**config.mk**
```make
export PLATFORM = sky130hd
export DESIGN_NAME = seven_segment_scan_serializer_unit_flat
export DESIGN_NICKNAME = d
export VERILOG_FILES = /design/src/rtl/sss_pkg.sv /design/src/rtl/sss_in_if.sv /design/src/rtl/sss_out_if.sv /design/src/rtl/sss_front.sv /design/src/rtl/sss_queue.sv /design/src/rtl/sss_back.sv /design/src/rtl/seven_segment_scan_serializer_unit.sv /design/src/flat_wrapper.sv
export SDC_FILE = /design/constraint.sdc
export NUM_CORES = 1
export LEC_CHECK = 0
export ABC_AREA = 0
export BUFFER_PORTS_ARGS = -buffer_cell sky130_fd_sc_hd__buf_2
export CAP_MARGIN = 20
export CORE_MARGIN = 3
export CORE_UTILIZATION = 45
export CTS_CLUSTER_DIAMETER = 100
export DETAILED_ROUTE_END_ITERATION = 6
export HOLD_SLACK_MARGIN = 0.05
export MAX_ROUTING_LAYER = met4
export PLACE_DENSITY = 0.63
export REMOVE_ABC_BUFFERS = 1
export SLEW_MARGIN = 20
export SYNTH_ARGS = -nofsm -noshare
export SYNTH_HDL_FRONTEND = slang
export SYNTH_HIERARCHICAL = 1
export SYNTH_SLANG_ARGS = --single-unit
```
**constraint.sdc**
```tcl
create_clock -name clk -period 2.2 [get_ports clk]
set_input_delay 0.11 -clock clk [delete_from_list [all_inputs] [get_ports clk]]
set_output_delay 0.11 -clock clk [all_outputs]
set_load 0.05 [all_outputs]
```
**src/rtl/sss_pkg.sv**
```systemverilog
`timescale 1ns / 1ps

package sss_pkg;

  localparam int SEGMENT_BITS = 8;
  localparam int DIGIT_W      = 4;
  localparam int STORE_DEPTH  = 4;
  localparam int ENABLE_LINES = 4;
  localparam int BIT_CNT_W    = $clog2(SEGMENT_BITS);

  localparam logic REQ_LOAD = 1'b0;
  localparam logic REQ_SCAN = 1'b1;

  localparam logic [SEGMENT_BITS-1:0] BLANK_FONT = '0;
  localparam logic [ENABLE_LINES-1:0] ENABLE_ALL_OFF = '1;

  typedef logic [DIGIT_W-1:0] digit_t;

  typedef struct packed {
    logic [SEGMENT_BITS-1:0] pattern;
    logic [ENABLE_LINES-1:0] enable_n;
  } scan_entry_t;

  typedef struct packed {
    logic        valid;
    scan_entry_t entry;
  } push_req_t;

  function automatic logic [SEGMENT_BITS-1:0] seg_font(input digit_t d);
    logic [SEGMENT_BITS-1:0] f;
    begin
      unique case (d)
        4'd0:    f = 8'hD7;
        4'd1:    f = 8'h14;
        4'd2:    f = 8'hCD;
        4'd3:    f = 8'h5D;
        4'd4:    f = 8'h1E;
        4'd5:    f = 8'h5B;
        4'd6:    f = 8'hDB;
        4'd7:    f = 8'h15;
        4'd8:    f = 8'hDF;
        4'd9:    f = 8'h5F;
        default: f = BLANK_FONT;
      endcase
      return f;
    end
  endfunction

endpackage

```
**src/rtl/sss_in_if.sv**
```systemverilog
`timescale 1ns / 1ps

interface sss_in_if import sss_pkg::*; ();
  logic   valid;
  logic   ready;
  logic   req_type;
  digit_t digit_ones;
  digit_t digit_tens;
  digit_t digit_hundreds;
  digit_t digit_thousands;

  modport source (output valid, req_type, digit_ones, digit_tens, digit_hundreds,
                  digit_thousands, input ready);
  modport sink (input valid, req_type, digit_ones, digit_tens, digit_hundreds,
                digit_thousands, output ready);
endinterface

```
**src/rtl/sss_out_if.sv**
```systemverilog
`timescale 1ns / 1ps

interface sss_out_if import sss_pkg::*; ();
  logic                    valid;
  logic                    ready;
  logic                    serial_bit;
  logic [ENABLE_LINES-1:0] digit_enable_n;
  logic                    strobe_last;

  modport source (output valid, serial_bit, digit_enable_n, strobe_last, input ready);
  modport sink (input valid, serial_bit, digit_enable_n, strobe_last, output ready);
endinterface

```
**src/rtl/sss_front.sv**
```systemverilog
`timescale 1ns / 1ps

module sss_front import sss_pkg::*; #(
  parameter int NUM_POSITIONS = 4
) (
  input  logic      clk,
  input  logic      rst_n,
  sss_in_if.sink    in_ch,
  input  logic      push_ready,
  output push_req_t push
);

  localparam int PosW = (NUM_POSITIONS > 1) ? $clog2(NUM_POSITIONS) : 1;
  localparam int IdxW = (PosW > 2) ? PosW : 2;

  digit_t           digit_store_r [STORE_DEPTH];
  logic [PosW-1:0]  pos_r;
  logic [PosW-1:0]  pos_nxt;
  logic [IdxW-1:0]  idx;
  logic [IdxW-1:0]  pos_x;
  logic             accept;
  scan_entry_t      entry;

  assign in_ch.ready = push_ready;
  assign accept      = in_ch.valid && push_ready;

  always_comb begin
    pos_x = IdxW'(pos_r);
    idx   = IdxW'(NUM_POSITIONS - 1) - pos_x;
    if (idx <= IdxW'(STORE_DEPTH - 1)) begin
      entry.pattern = seg_font(digit_store_r[idx[1:0]]);
    end else begin
      entry.pattern = BLANK_FONT;
    end
    if (pos_x <= IdxW'(ENABLE_LINES - 1)) begin
      entry.enable_n = ~(ENABLE_LINES'(1) << pos_x[1:0]);
    end else begin
      entry.enable_n = ENABLE_ALL_OFF;
    end
    if (pos_r == PosW'(NUM_POSITIONS - 1)) begin
      pos_nxt = '0;
    end else begin
      pos_nxt = pos_r + PosW'(1);
    end
  end

  assign push.valid = accept && (in_ch.req_type == REQ_SCAN);
  assign push.entry = entry;

  always_ff @(posedge clk) begin
    if (!rst_n) begin
      pos_r <= '0;
      for (int i = 0; i < STORE_DEPTH; i++) begin
        digit_store_r[i] <= '0;
      end
    end else if (accept) begin
      if (in_ch.req_type == REQ_LOAD) begin
        digit_store_r[0] <= in_ch.digit_ones;
        digit_store_r[1] <= in_ch.digit_tens;
        digit_store_r[2] <= in_ch.digit_hundreds;
        digit_store_r[3] <= in_ch.digit_thousands;
      end else begin
        pos_r <= pos_nxt;
      end
    end
  end

endmodule

```
**src/rtl/sss_queue.sv**
```systemverilog
`timescale 1ns / 1ps

module sss_queue import sss_pkg::*; (
  input  logic        clk,
  input  logic        rst_n,
  input  push_req_t   push,
  output logic        push_ready,
  input  logic        pop,
  output logic        pop_valid,
  output scan_entry_t pop_entry
);

  scan_entry_t entries_r [2];
  logic        wr_ptr_r;
  logic        rd_ptr_r;
  logic [1:0]  count_r;
  logic        do_push;
  logic        do_pop;

  assign push_ready = (count_r != 2'd2);
  assign pop_valid  = (count_r != 2'd0);
  assign pop_entry  = entries_r[rd_ptr_r];
  assign do_push    = push.valid && push_ready;
  assign do_pop     = pop && pop_valid;

  always_ff @(posedge clk) begin
    if (do_push) begin
      entries_r[wr_ptr_r] <= push.entry;
    end
  end

  always_ff @(posedge clk) begin
    if (!rst_n) begin
      wr_ptr_r <= 1'b0;
      rd_ptr_r <= 1'b0;
      count_r  <= 2'd0;
    end else begin
      if (do_push) begin
        wr_ptr_r <= ~wr_ptr_r;
      end
      if (do_pop) begin
        rd_ptr_r <= ~rd_ptr_r;
      end
      case ({do_push, do_pop})
        2'b10:   count_r <= count_r + 2'd1;
        2'b01:   count_r <= count_r - 2'd1;
        default: count_r <= count_r;
      endcase
    end
  end

endmodule

```
**src/rtl/sss_back.sv**
```systemverilog
`timescale 1ns / 1ps

module sss_back import sss_pkg::*; (
  input  logic        clk,
  input  logic        rst_n,
  input  logic        pop_valid,
  input  scan_entry_t pop_entry,
  output logic        pop,
  sss_out_if.source   out_ch
);

  logic [SEGMENT_BITS-1:0] pat_r;
  logic [ENABLE_LINES-1:0] en_r;
  logic [BIT_CNT_W-1:0]    cnt_r;
  logic                    busy_r;
  logic                    fire;
  logic                    last;

  assign last  = (cnt_r == BIT_CNT_W'(SEGMENT_BITS - 1));
  assign fire  = busy_r && out_ch.ready;
  assign pop   = pop_valid && (!busy_r || (fire && last));

  assign out_ch.valid          = busy_r;
  assign out_ch.serial_bit     = pat_r[0];
  assign out_ch.digit_enable_n = en_r;
  assign out_ch.strobe_last    = last;

  always_ff @(posedge clk) begin
    if (pop) begin
      pat_r <= pop_entry.pattern;
      en_r  <= pop_entry.enable_n;
    end else if (fire) begin
      pat_r <= pat_r >> 1;
    end
  end

  always_ff @(posedge clk) begin
    if (!rst_n) begin
      busy_r <= 1'b0;
      cnt_r  <= '0;
    end else if (pop) begin
      busy_r <= 1'b1;
      cnt_r  <= '0;
    end else if (fire) begin
      if (last) begin
        busy_r <= 1'b0;
        cnt_r  <= '0;
      end else begin
        cnt_r <= cnt_r + BIT_CNT_W'(1);
      end
    end
  end

endmodule

```
**src/rtl/seven_segment_scan_serializer_unit.sv**
```systemverilog
`timescale 1ns / 1ps
// Four-digit multiplexed seven-segment scan serializer.
// in_ch carries requests: req_type 0 loads four decimal digits, req_type 1
// is a scan tick. A load produces no result; a scan tick produces eight
// results on out_ch, one font bit each, least significant first, with the
// active-low digit enables of the position shown and strobe_last on the
// eighth. Position 1 shows the thousands digit; the position then advances
// and wraps after NUM_POSITIONS.
// A request is taken whenever the two-entry tick queue has room, so loads
// and ticks can arrive back to back. The first result of a tick is valid
// once the tick has passed through the queue into the output shifter.
// The serializer emits one bit per cycle while out_ch.ready is high, and
// takes the next queued tick as the last bit of the current one is taken.
// Reset (synchronous, rst_n low) returns the scan to position 1, clears the
// stored digits to zero and empties the queue.
// When the receiver holds out_ch.ready low, the current bit is held, up to
// two ticks wait in the queue, and then in_ch.ready drops.

module seven_segment_scan_serializer_unit import sss_pkg::*; #(
  parameter int NUM_POSITIONS = 4
) (
  input  logic      clk,
  input  logic      rst_n,
  sss_in_if.sink    in_ch,
  sss_out_if.source out_ch
);

  push_req_t   push;
  logic        push_ready;
  logic        pop;
  logic        pop_valid;
  scan_entry_t pop_entry;

  sss_front #(
    .NUM_POSITIONS (NUM_POSITIONS)
  ) u_front (
    .clk        (clk),
    .rst_n      (rst_n),
    .in_ch      (in_ch),
    .push_ready (push_ready),
    .push       (push)
  );

  sss_queue u_queue (
    .clk        (clk),
    .rst_n      (rst_n),
    .push       (push),
    .push_ready (push_ready),
    .pop        (pop),
    .pop_valid  (pop_valid),
    .pop_entry  (pop_entry)
  );

  sss_back u_back (
    .clk       (clk),
    .rst_n     (rst_n),
    .pop_valid (pop_valid),
    .pop_entry (pop_entry),
    .pop       (pop),
    .out_ch    (out_ch)
  );

endmodule
```
**src/flat_wrapper.sv**
```systemverilog
// flat-port wrapper written by rule: the top's interface ports become plain ports
module seven_segment_scan_serializer_unit_flat import sss_pkg::*;
#(
  parameter int NUM_POSITIONS = 4
)
  (clk, rst_n, in_ch_valid, in_ch_req_type, in_ch_digit_ones, in_ch_digit_tens, in_ch_digit_hundreds, in_ch_digit_thousands, in_ch_ready, out_ch_valid, out_ch_serial_bit, out_ch_digit_enable_n, out_ch_strobe_last, out_ch_ready);
  sss_in_if in_ch_i ();
  sss_out_if out_ch_i ();
  input  logic clk;
  input  logic rst_n;
  input wire logic [$bits(in_ch_i.valid)-1:0] in_ch_valid;
  input wire logic [$bits(in_ch_i.req_type)-1:0] in_ch_req_type;
  input wire logic [$bits(in_ch_i.digit_ones)-1:0] in_ch_digit_ones;
  input wire logic [$bits(in_ch_i.digit_tens)-1:0] in_ch_digit_tens;
  input wire logic [$bits(in_ch_i.digit_hundreds)-1:0] in_ch_digit_hundreds;
  input wire logic [$bits(in_ch_i.digit_thousands)-1:0] in_ch_digit_thousands;
  output wire logic [$bits(in_ch_i.ready)-1:0] in_ch_ready;
  output wire logic [$bits(out_ch_i.valid)-1:0] out_ch_valid;
  output wire logic [$bits(out_ch_i.serial_bit)-1:0] out_ch_serial_bit;
  output wire logic [$bits(out_ch_i.digit_enable_n)-1:0] out_ch_digit_enable_n;
  output wire logic [$bits(out_ch_i.strobe_last)-1:0] out_ch_strobe_last;
  input wire logic [$bits(out_ch_i.ready)-1:0] out_ch_ready;
  assign in_ch_i.valid = in_ch_valid;
  assign in_ch_i.req_type = in_ch_req_type;
  assign in_ch_i.digit_ones = in_ch_digit_ones;
  assign in_ch_i.digit_tens = in_ch_digit_tens;
  assign in_ch_i.digit_hundreds = in_ch_digit_hundreds;
  assign in_ch_i.digit_thousands = in_ch_digit_thousands;
  assign in_ch_ready = in_ch_i.ready;
  assign out_ch_valid = out_ch_i.valid;
  assign out_ch_serial_bit = out_ch_i.serial_bit;
  assign out_ch_digit_enable_n = out_ch_i.digit_enable_n;
  assign out_ch_strobe_last = out_ch_i.strobe_last;
  assign out_ch_i.ready = out_ch_ready;
  seven_segment_scan_serializer_unit #(.NUM_POSITIONS(NUM_POSITIONS)) u_core (.clk(clk), .rst_n(rst_n), .in_ch(in_ch_i), .out_ch(out_ch_i));
endmodule
```
# Word-level counts from Yosys, hierarchy flattened
# Memories as Yosys holds them, arrays and structs flattened. A register that Yosys moved wholly into a read port is not among the register bits.
# Cells that the tools add are included.
op_classes:
  add_sub_neg: 5
  magnitude_cmp: 2
  n_eq_ne: 5
  shifts: 1
  muxes: 23
  n_bitwise: 8
  n_reduce_logical: 16
op_table:
  columns: ["cell", "n"]
  rows:
  - ["$mux 8", 3]
  - ["$mux 4", 5]
  - ["$mux 1", 12]
  - ["$reduce_bool 2->1", 4]
  - ["$logic_and 1x1->1", 7]
  - ["$add 2x1->2 const B", 2]
  - ["$eq 2x2->1 const B", 2]
  - ["$le 2x2->1 const B", 2]
  - ["$not 4->4", 1]
  - ["$or 1x1->1", 4]
  - ["$pmux 2 s2", 1]
  - ["$reduce_and 2->1", 2]
  - ["$shl 1x2->4 const A", 1]
  - ["$add 3x1->3 const B", 1]
  - ["$eq 3x3->1 const B", 1]
  - ["$mux 3", 1]
  - ["$not 1->1", 3]
  - ["$eq 2x1->1 const B", 1]
  - ["$mux 2", 1]
  - ["$ne 2x2->1 const B", 1]
  - ["$reduce_or 2->1", 1]
  - ["$sub 2x1->2 const B", 1]
  - ["$sub 2x2->2 const A", 1]
  - ["$logic_not 1->1", 1]
  - ["$logic_or 1x1->1", 1]
totals:
  reg_bits: 22
  mem_bits_rw: 40
  romBits: 112
  inputBits: 21
  output_inout_bits: 8
  wordCells: 71
  memories: 3
mem_list:
  columns: ["name", "words", "word_bits", "rd", "rd_ports_with_merged_regs", "wr", "line_no", "source"]
  rows:
  - ["(name not given)", 16, 7, 1, 0, 0, "sss_pkg.sv:32", "unique case (d)"]
  - ["u_core.u_queue.entries_r", 2, 12, 1, 1, 1, "sss_queue.sv:13", "scan_entry_t entries_r [2];"]
  - ["u_core.u_front.digit_store_r", 4, 4, 1, 0, 4, "sss_front.sv:16", "digit_t digit_store_r [STORE_DEPTH];"]

# Depth between registers and ports, before layout
# Gate-level depths: netlist of the first run.
logic_depth:
  word_depth: 7
  ltp_mapped: 9
  mapped_depth_nobuf: 9

# Modules after synthesis
# The synthesis of the first run kept the hierarchy.
modules_own_cells:
  columns: ["mod", "instances", "cells_each", "area_per_inst_um2", "seq_area_each_um2"]
  rows:
  - ["sss_queue", 1, 61, 1096.1, 820.8]
  - ["sss_front", 1, 89, 1089.8, 520.5]
  - ["sss_back", 1, 61, 815.8, 440.4]

# Least setup slack after synthesis of the first run
# Ideal clock, no wire load.
synth_path:
  path_type: "reg-to-reg"
  startpoint: "register u_core.u_back.cnt_r[0]"
  endpoint: "register u_core.u_queue.count_r[1]"
  setup_ns: 0.070
  arrival_time_ns: 2.339
  setup_slack_ns: -0.209
  stages_incl_launch_ff: 9
  n_path_buf: 0
  period_less_slack_ns: 2.409
  cell_sequence: "dfxtp_1 ha_1 ha_1 a21bo_1 and2_1 o21a_1 ha_1 or3_1 a21boi_1"
synth_between:
  elab_chain_cells: 7
synth_rtl:
  columns: ["item", "line_no", "source"]
  rows:
  - ["start: declaration", "sss_back.sv:14", "logic [BIT_CNT_W-1:0] cnt_r;"]
  - ["start signal: assignment", "sss_back.sv:49", "cnt_r <= cnt_r + BIT_CNT_W'(1);"]
  - ["$eq 3x3->1 (*)", "sss_back.sv:19", "assign last = (cnt_r == BIT_CNT_W'(SEGMENT_BITS - 1));"]
  - ["net out_ch_strobe_last", "flat_wrapper.sv:21", "output wire logic [$bits(out_ch_i.strobe_last)-1:0] out_ch_strobe_last;"]
  - ["$logic_and 1x1->1 (*)", "sss_back.sv:21", "assign pop = pop_valid && (!busy_r || (fire && last));"]
  - ["$logic_or 1x1->1 (*)", "sss_back.sv:21", null]
  - ["$logic_and 1x1->1 (*)", "sss_back.sv:21", null]
  - ["net u_core.pop", "seven_segment_scan_serializer_unit.sv:30", "logic pop;"]
  - ["$logic_and 1x1->1 (*)", "sss_queue.sv:24", "assign do_pop = pop && pop_valid;"]
  - ["net u_core.u_queue.do_pop", "sss_queue.sv:18", "logic do_pop;"]
  - ["$eq 2x1->1 or $eq 2x2->1 (tied branches)", "sss_queue.sv:44", "case ({do_push, do_pop})"]
  - ["$pmux 2 s2 or $reduce_bool 2->1 (tied branches)", null, null]
  - ["end signal: assignment", "sss_queue.sv:45", "2'b10: count_r <= count_r + 2'd1;"]
  - ["end signal: assignment", "sss_queue.sv:46", "2'b01: count_r <= count_r - 2'd1;"]
  - ["end signal: assignment", "sss_queue.sv:47", "default: count_r <= count_r;"]
  - ["end: declaration", "sss_queue.sv:16", "logic [1:0] count_r;"]
# Mark *: on every way through the listed nets, which the timed path passes. The rest lies on a longest branch.
# A chain may end at the register's enable or synchronous reset.

# Worst setup path in the final report of the first run
layout_path:
  startpoint: "register u_core.u_back.cnt_r[0]"
  endpoint: "register u_core.u_queue.count_r[1]"
layout_between:
  elab_chain_cells: 7
layout_rtl:
  columns: ["item", "line_no"]
  rows:
  - ["$eq 3x3->1 (*)", "sss_back.sv:19"]
  - ["$logic_and 1x1->1 (*)", "sss_back.sv:21"]
  - ["$logic_or 1x1->1 (*)", "sss_back.sv:21"]
  - ["$logic_and 1x1->1 (*)", "sss_back.sv:21"]
  - ["net u_core.pop", "seven_segment_scan_serializer_unit.sv:30"]
  - ["$logic_and 1x1->1 (*)", "sss_queue.sv:24"]
  - ["net u_core.u_queue.do_pop", "sss_queue.sv:18"]
  - ["$eq 2x1->1 or $eq 2x2->1 (tied branches)", "sss_queue.sv:44"]
  - ["$pmux 2 s2 or $reduce_bool 2->1 (tied branches)", null]
# Marks and branches as above.

==> metrics.md, run 1 <==
| Metric | Value |
|---|---|
| EDFF count, synth | `52` |
| XOR/XNOR Fraction of Synth Area | `0.0117` |
| Most frequent cells in the layout | `edfxtp_1, buf_2, inv_1, and2_1, dlygate4sd3_1` |
| Fin crit period | `2.08 ns` |
| Worst-skew pair later-pin latency | `0.33 ns` |
| FP Rows | `29` |
| Register area share after synthesis | `0.594` |
| Crit-path max FO | `4` |
| RSZ-0062 raised after global routing | `no` |
| Ant diodes | `0` |
| Slew Limit Fails | `0` |
| Initial antenna violation count | `0` |
| Largest net degree at the start of global routing | `17` |
| Clock-pin slew on the worst setup and hold paths | `0.07 ns` |
| Drt pass-1 iters | `4` |
| Number of synthesized register bits | `63` |
| First-pass GRT wire length | `7.62 mm` |
| I/O pins | `29` |
| Mux contribution to synthesized area | `0.0934` |
| Fmax | `0.481 GHz` |
| Fillers | `530` |
| Cells after Synth | `211` |
| Longest Clk Path Bufs | `2` |
| Critical Path Source Type | `flip-flop` |
| Reg area | `1780 um^2` |
| FF-to-FF path depth | `9` |
| DR vias | `1718` |
| Nets | `299` |
| Worst endpoint required time | `2.47 ns` |
| Sequential Power Share | `0.490` |
| Routed Antenna Nets | `0` |
| Post-synthesis adder-cell area fraction | `0.0542` |
| Reg-to-reg startpoint | `u_core/u_back/cnt_r[0]` |
| Largest family of logic cells by synthesized area | `compound AO/OA/AOI/OAI gates` |
| Reg2reg setup slack | `0.12 ns` |
| WL/cell | `13.1 um` |
| Total CTS buffers | `9` |
| Final Skew | `0.0111 ns` |
| P_int | `0.00227 W` |
| Share of post-route cells with drive strength above 1 | `0.300` |
| H-tree lvl count | `3` |
| Status | `finished, final reports clean` |
| Hold path depth | `2` |
| CTS tree | `done` |
| Worst setup EP type | `flip-flop` |
| Synth Flop Type | `edfxtp_1` |
| Max-cap check violation count | `0` |
| Syn_area_per_cell | `14.2 um^2` |
| Root Buffer | `clkbuf_8` |
| Clock Power Share | `0.271` |
| Setup repair bufs after CTS | `0` |
| CTS Sinks | `63` |
| Sw Share | `0.279` |
| Simple logic cell fraction of the synthesized area | `0.0917` |
| GRT Total Usage | `0.138` |
| Die area | `7690 um^2` |
| Yosys top cell by area | `edfxtp_1` |
| WP data arrival | `2.35 ns` |
| Vias in the first global route | `1685` |
| Area occupied by multi-input gates | `1070 um^2` |
| Syn. warnings | `6` |
| Hold Crit Class | `input port to flip-flop` |
| Gr ovfl total | `0` |
| Hold_ws | `0.0720 ns` |
| Hold-critical path endpoint | `u_core/u_front/digit_store_r[3][1]` |
| 1st-iter DRT viols | `70` |
| Yosys cell types | `41` |
| Via/cell ratio | `4.95` |
| Worst VDD drop | `0.000459 V` |
| Initial Util | `0.467` |
| Crit Path Category | `flip-flop to flip-flop` |
| Final setup viols | `0` |
| Pleak | `1.39 nW` |
| Worst reg2reg endpoint | `u_core/u_queue/count_r[1]` |
| DP Wirelength | `2.91 mm` |
| Sw power | `0.000880 W` |
| Hold_sp | `in_ch_digit_thousands[1]` |
| Post-synthesis compound-gate area fraction | `0.100` |
| Final hold vios | `0` |
| Commonest non-fill, non-tap cell in the layout | `edfxtp_1` |
| Die width | `87.7 um` |
| Core Area | `6420 um^2` |
| Area delta synth->final | `18.6%` |
| Port buffer count | `28` |
| Post-synthesis async set-or-reset flop share | `0` |
| Fin crit share | `0.945` |
| Final core occ | `0.554` |
| Comb power frac | `0.239` |
| Routed WL | `4.53 mm` |
| Top cell type's share of synthesized area | `0.520` |
| Remaining DRCs | `0` |
| Top post-synthesis cells by area | `edfxtp_1, dfxtp_1, ha_1` |
| Placer Congestion | `0.754` |
| Cell Pwr Density | `886 nW/um^2` |
| Die height | `87.7 um` |
| Area of the mapped netlist | `3000 um^2` |
-- power by group through the flow --
stage / sequential (W) / clock [W] / combinational (W)
3_5_place_dp: 0.00157 / 0 / 0.000733
6_report: 0.00154 / 0.000853 / 0.000754
3_3_place_gp: 0.00157 / 0 / 0.000727
2_1_floorplan: 0.00165 / 0 / 0.000465
4_1_cts: 0.00155 / 0.000888 / 0.000754
5_1_grt: 0.00156 / 0.000944 / 0.000837
-- worst max path at each step --
stage          cells past startpoint  slack, ns                       from                                 end
5_1_grt                            9      0.002     u_core/u_back/cnt_r[0]           u_core/u_queue/count_r[1]
6_report                           9       0.12     u_core/u_back/cnt_r[0]           u_core/u_queue/count_r[1]
2_1_floorplan                      3      -0.48  u_core/u_queue/count_r[0]  u_core/u_front/digit_store_r[0][0]
4_1_cts                            8       0.08     u_core/u_back/cnt_r[0]           u_core/u_queue/count_r[1]
3_5_place_dp                       8       0.07     u_core/u_back/cnt_r[0]           u_core/u_queue/count_r[1]
3_3_place_gp                       8       0.14     u_core/u_back/cnt_r[0]           u_core/u_queue/count_r[1]
-- repair_timing --
action                                  4_1_cts  5_1_grt
hold endpoints to repair                     15        0
hold buffers                                 15        0
gates resized for setup                       0        1
endpoints found under the setup margin        0        1
-- registers in the layout, indices dropped and copies added (netlist names), named ones only --
register / flops
u_core/u_back/cnt_r: 3
u_core/u_back/out_ch.digit_enable_n: 4
u_core/u_back/out_ch.valid: 1
u_core/u_back/pat_r: 8
u_core/u_front/digit_store_r: 16
u_core/u_front/pos_r: 2
u_core/u_queue/count_r: 2
u_core/u_queue/entries_r: 24
u_core/u_queue/rd_ptr_r: 1
u_core/u_queue/wr_ptr_r: 1
-- worst max-delay path: stages (launching register included) --
cell,delay [ns]
dfxtp_1,0.33
ha_1,0.20
ha_1,0.19
a21bo_1,0.23
and2_1,0.18
o21a_1,0.15
ha_4,0.17
xnor2_1,0.12
or3_1,0.31
a21boi_1,0.13
-- per-stage QoR --
step	power, W	instances	setup TNS [ns]	setup WS (ns)	cell area, um^2
2_1_floorplan	0.00212	201	-7.87	-0.476	2920
3_5_place_dp	0.00231	316	0	0.0715	3230
3_3_place_gp	0.00230	316	0	0.142	3230
4_1_cts	0.00319	347	0	0.0753	3550
5_1_grt	0.00334	347	0	0.00202	3560
6_report	0.00315	347	0	0.121	3560
-- logic make-up (layout without fill, tap and decap cells) --
kind of cell,after synthesis,count (layout)
flip-flops,63,63
AND/OR/NAND/NOR,48,48
AO/OA/AOI/OAI,31,31
buffers and inverters,31,90
multiplexers,20,20
adder cells (fa/ha/maj),13,13
XOR/XNOR,4,4
other,1,1
-- layout make-up --
class / instances / share of cell area
tap: 77 / 0.0271
timing repair buffer: 53 / 0.103
clock inverter: 3 / 0.00527
multi-input combinational: 117 / 0.301
clock buffer: 13 / 0.0418
sequential: 63 / 0.501
inverter: 21 / 0.0221
-- cells in the mapped netlist (3+ instances only) --
cell / n
mux2_2: 12
mux4_2: 3
nor2b_1: 3
and3_1: 3
o32ai_2: 7
o21ai_0: 3
a21bo_2: 3
ha_1: 13
and2_1: 18
o22ai_1: 6
edfxtp_1: 52
nand2_1: 11
inv_1: 21
dfxtp_1: 11
nand3_1: 3
xnor2_1: 4
buf_6: 5
o21a_1: 3
-- routing by layer --
metal	wire (um)	vias to the layer above	GRT usage
li1	-	873	-
met1	2070	805	0.163
met2	2200	32	0.208
met3	164	8	0.0423
met4	98	0	0.0795
met5	0	-	-
(Power assumes the default switching activity.)
==> inputs of run 2 (changes only) <==
--- a/config.mk
+++ b/config.mk
@@ -9,13 +9,14 @@
 export BUFFER_PORTS_ARGS = -buffer_cell sky130_fd_sc_hd__buf_2
 export CAP_MARGIN = 20
 export CORE_MARGIN = 3
-export CORE_UTILIZATION = 45
+export CORE_UTILIZATION = 40
 export CTS_CLUSTER_DIAMETER = 100
 export DETAILED_ROUTE_END_ITERATION = 6
 export HOLD_SLACK_MARGIN = 0.05
 export MAX_ROUTING_LAYER = met4
-export PLACE_DENSITY = 0.63
+export PLACE_DENSITY = 0.57
 export REMOVE_ABC_BUFFERS = 1
+export SETUP_SLACK_MARGIN = 0.15
 export SLEW_MARGIN = 20
 export SYNTH_ARGS = -nofsm -noshare
 export SYNTH_HDL_FRONTEND = slang
==> run 2 against run 1 <==
Compared with the run above: sequential power barely moved; total power shrank 0.82%; maximum frequency up 4.4%; wire length is 5.7% higher; first-iteration DRC count increased by 24%; sequential share of layout area hardly changed; highest routed layer unchanged; core utilization shrank 4.7 points; via count fell by 0.70%; die area grew 12%; global-route usage decreased by 1.2 points.
==> metrics.md, run 2 (same netlist as run 1, synthesis figures left out) <==
| Metric | Value |
|---|---|
| Area occupied by multi-input gates | `1080 um^2 (+0.58%)` |
| Setup WS pre-CTS | `0.120 ns (+0.0484 ns)` |
| Remaining DRCs | `0 (unchanged)` |
| Vias in the first global route | `1639 (-2.7%)` |
| Fillers | `619 (+17%)` |
| Longest Clk Path Bufs | `2 (unchanged)` |
| GRT Total Usage | `0.126 (-0.0116)` |
| Crit-path max FO | `3 (-1)` |
| Register bank with the most flops | `u_core/u_queue/entries_r` |
| Fin crit period | `1.99 ns (-0.0883 ns)` |
| Critical Path Source Type | `flip-flop` |
| WL/cell | `13.1 um (+0.46%)` |
| Core Area | `7020 um^2 (+9.3%)` |
| WP data arrival | `2.26 ns (-0.09 ns)` |
| Ant diodes | `0 (unchanged)` |
| Initial Util | `0.428 (-0.0397)` |
| First-pass GRT wire length | `7.97 mm (+4.5%)` |
| Pleak | `1.38 nW (-0.67%)` |
| CTS tree | `done` |
| Max FFs per register | `24 (unchanged)` |
| Initial antenna violation count | `0 (unchanged)` |
| Hold_sp | `in_ch_digit_hundreds[3]` |
| Hold path depth | `2 (unchanged)` |
| Gr ovfl total | `0 (unchanged)` |
| Cell Pwr Density | `878 nW/um^2 (-0.82%)` |
| Worst reg2reg endpoint | `u_core/u_queue/count_r[1]` |
| Routed Antenna Nets | `0 (unchanged)` |
| Status | `finished, final reports clean` |
| Drt pass-1 iters | `4 (unchanged)` |
| DR vias | `1706 (-0.70%)` |
| Hold Crit Class | `input port to flip-flop` |
| Share of post-route cells with drive strength above 1 | `0.316 (+0.0160)` |
| Worst VDD drop | `0.000357 V (-22%)` |
| Reg area | `1780 um^2 (about the same)` |
| Worst setup EP type | `flip-flop` |
| FP Rows | `30 (+3.4%)` |
| Hold_ws | `0.0717 ns (-0.000274 ns)` |
| Die height | `92.6 um (+5.7%)` |
| Final setup viols | `0 (unchanged)` |
| H-tree lvl count | `3 (unchanged)` |
| I/O pins | `29 (unchanged)` |
| Max-cap check violation count | `0 (unchanged)` |
| Slew HR | `0.627` |
| Setup TNS | `0 ns (unchanged)` |
| Routed WL | `4.79 mm (+5.7%)` |
| Worst-skew pair later-pin latency | `0.33 ns (about the same)` |
| Via/cell ratio | `4.67 (-5.6%)` |
| Reg2reg setup slack | `0.21 ns (+0.09 ns)` |
| Hold-critical path endpoint | `u_core/u_front/digit_store_r[2][3]` |
| Port buffer count | `28 (unchanged)` |
| Most frequent cells in the layout | `edfxtp_1, buf_2, inv_1, and2_1, buf_4` |
| FF-to-FF path depth | `9 (unchanged)` |
| Reg-to-reg startpoint | `u_core/u_back/cnt_r[0]` |
| Worst-margin pin slew | `0.559 ns` |
| Min setup slack post-route | `0.209 ns (+0.0883 ns)` |
| Nets | `299 (unchanged)` |
| Root Buffer | `clkbuf_8` |
| Fin crit share | `0.905 (-0.0401)` |
| DP Wirelength | `3.21 mm (+11%)` |
| Slew Limit Fails | `0 (unchanged)` |
| Placer Congestion | `0.729 (-3.4%)` |
| Fmax | `0.502 GHz (+4.4%)` |
| Largest net degree at the start of global routing | `17 (unchanged)` |
| Clock-pin slew on the worst setup and hold paths | `0.06 ns (about the same)` |
| Crit Path Category | `flip-flop to flip-flop` |
| Largest regs | `u_core/u_queue/entries_r (24), u_core/u_front/digit_store_r (16), u_core/u_back/pat_r (8)` |
| 1st-iter DRT viols | `87 (+24%)` |
| Commonest non-fill, non-tap cell in the layout | `edfxtp_1` |
| Final Skew | `0.00732 ns (-0.00378 ns)` |
| CTS Sinks | `63 (unchanged)` |
| Die area | `8580 um^2 (+12%)` |
| Worst endpoint required time | `2.47 ns (about the same)` |
| RSZ-0062 raised after global routing | `yes` |
| Final hold vios | `0 (unchanged)` |
| Area delta synth->final | `18.6% (unchanged)` |
| Total CTS buffers | `9 (unchanged)` |
| Die width | `92.6 um (+5.7%)` |
[run 2: report_power, final]
| group | internal, W | total [W] | leakage [nW] | switching [W] |
|---|---|---|---|---|
| sequential | 0.00149 | 0.00155 | 0.576 | 0.0000578 |
| combinational | 0.000360 | 0.000786 | 0.727 | 0.000426 |
| clock | 0.000392 | 0.000789 | 0.0730 | 0.000397 |
| total | 0.00225 | 0.00313 | 1.38 | 0.000881 |
[run 2: how the worst max path moves through the flow]
stage / from / end / slack [ns] / depth (start not counted)
after floorplan: u_core/u_queue/count_r[0] / u_core/u_front/digit_store_r[0][0] / -0.48 / 3
after global placement: u_core/u_back/cnt_r[0] / u_core/u_queue/count_r[1] / 0.13 / 8
after detailed placement: u_core/u_back/cnt_r[0] / u_core/u_queue/count_r[1] / 0.12 / 8
after CTS: u_core/u_back/cnt_r[0] / u_core/u_queue/count_r[1] / 0.17 / 9
after global routing: u_core/u_back/cnt_r[0] / u_core/u_queue/count_r[1] / 0.11 / 9
final: u_core/u_back/cnt_r[0] / u_core/u_queue/count_r[1] / 0.21 / 9
[run 2: area by class of cell]
cell class              count  share of cell area
clock buffers              12              0.0380
clock inverters             3             0.00316
inverters                  21              0.0221
multi-input cells         117               0.302
flip-flops and latches     63               0.501
well taps                  96              0.0337
repair buffers             53              0.0998
[run 2: repair_timing]
item	CTS	global route
gates resized for setup	1	4
buffers inserted	1	2
endpoints found under the hold margin	11	0
hold buffers	11	0
setup endpoints to repair	1	3
pin swaps	1	1
[run 2: worst max-delay path, cell delays in order, from the launching register on]
cell      delay (ns)
dfxtp_2         0.33
ha_1            0.19
ha_1            0.19
a21bo_1         0.22
and2_4          0.17
o21a_4          0.12
ha_4            0.15
xnor2_1         0.13
or3_1           0.31
a21boi_1        0.13
[run 2: layer usage]
metal / global-route usage / vias to the layer above / wire [um]
met4: 0.0659 / 0 / 72
li1: - / 870 / -
met2: 0.194 / 30 / 2320
met5: - / - / 0
met1: 0.150 / 800 / 2220
met3: 0.0390 / 6 / 177
[run 2: through the flow]
step	total power [W]	instances	area, um^2	utilization
6_report	0.00313	365	3560	0.507
3_3_place_gp	0.00231	336	3260	0.465
4_1_cts	0.00313	363	3540	0.504
2_1_floorplan	0.00212	201	2920	-
3_5_place_dp	0.00232	336	3260	0.465
5_1_grt	0.00331	365	3560	0.507
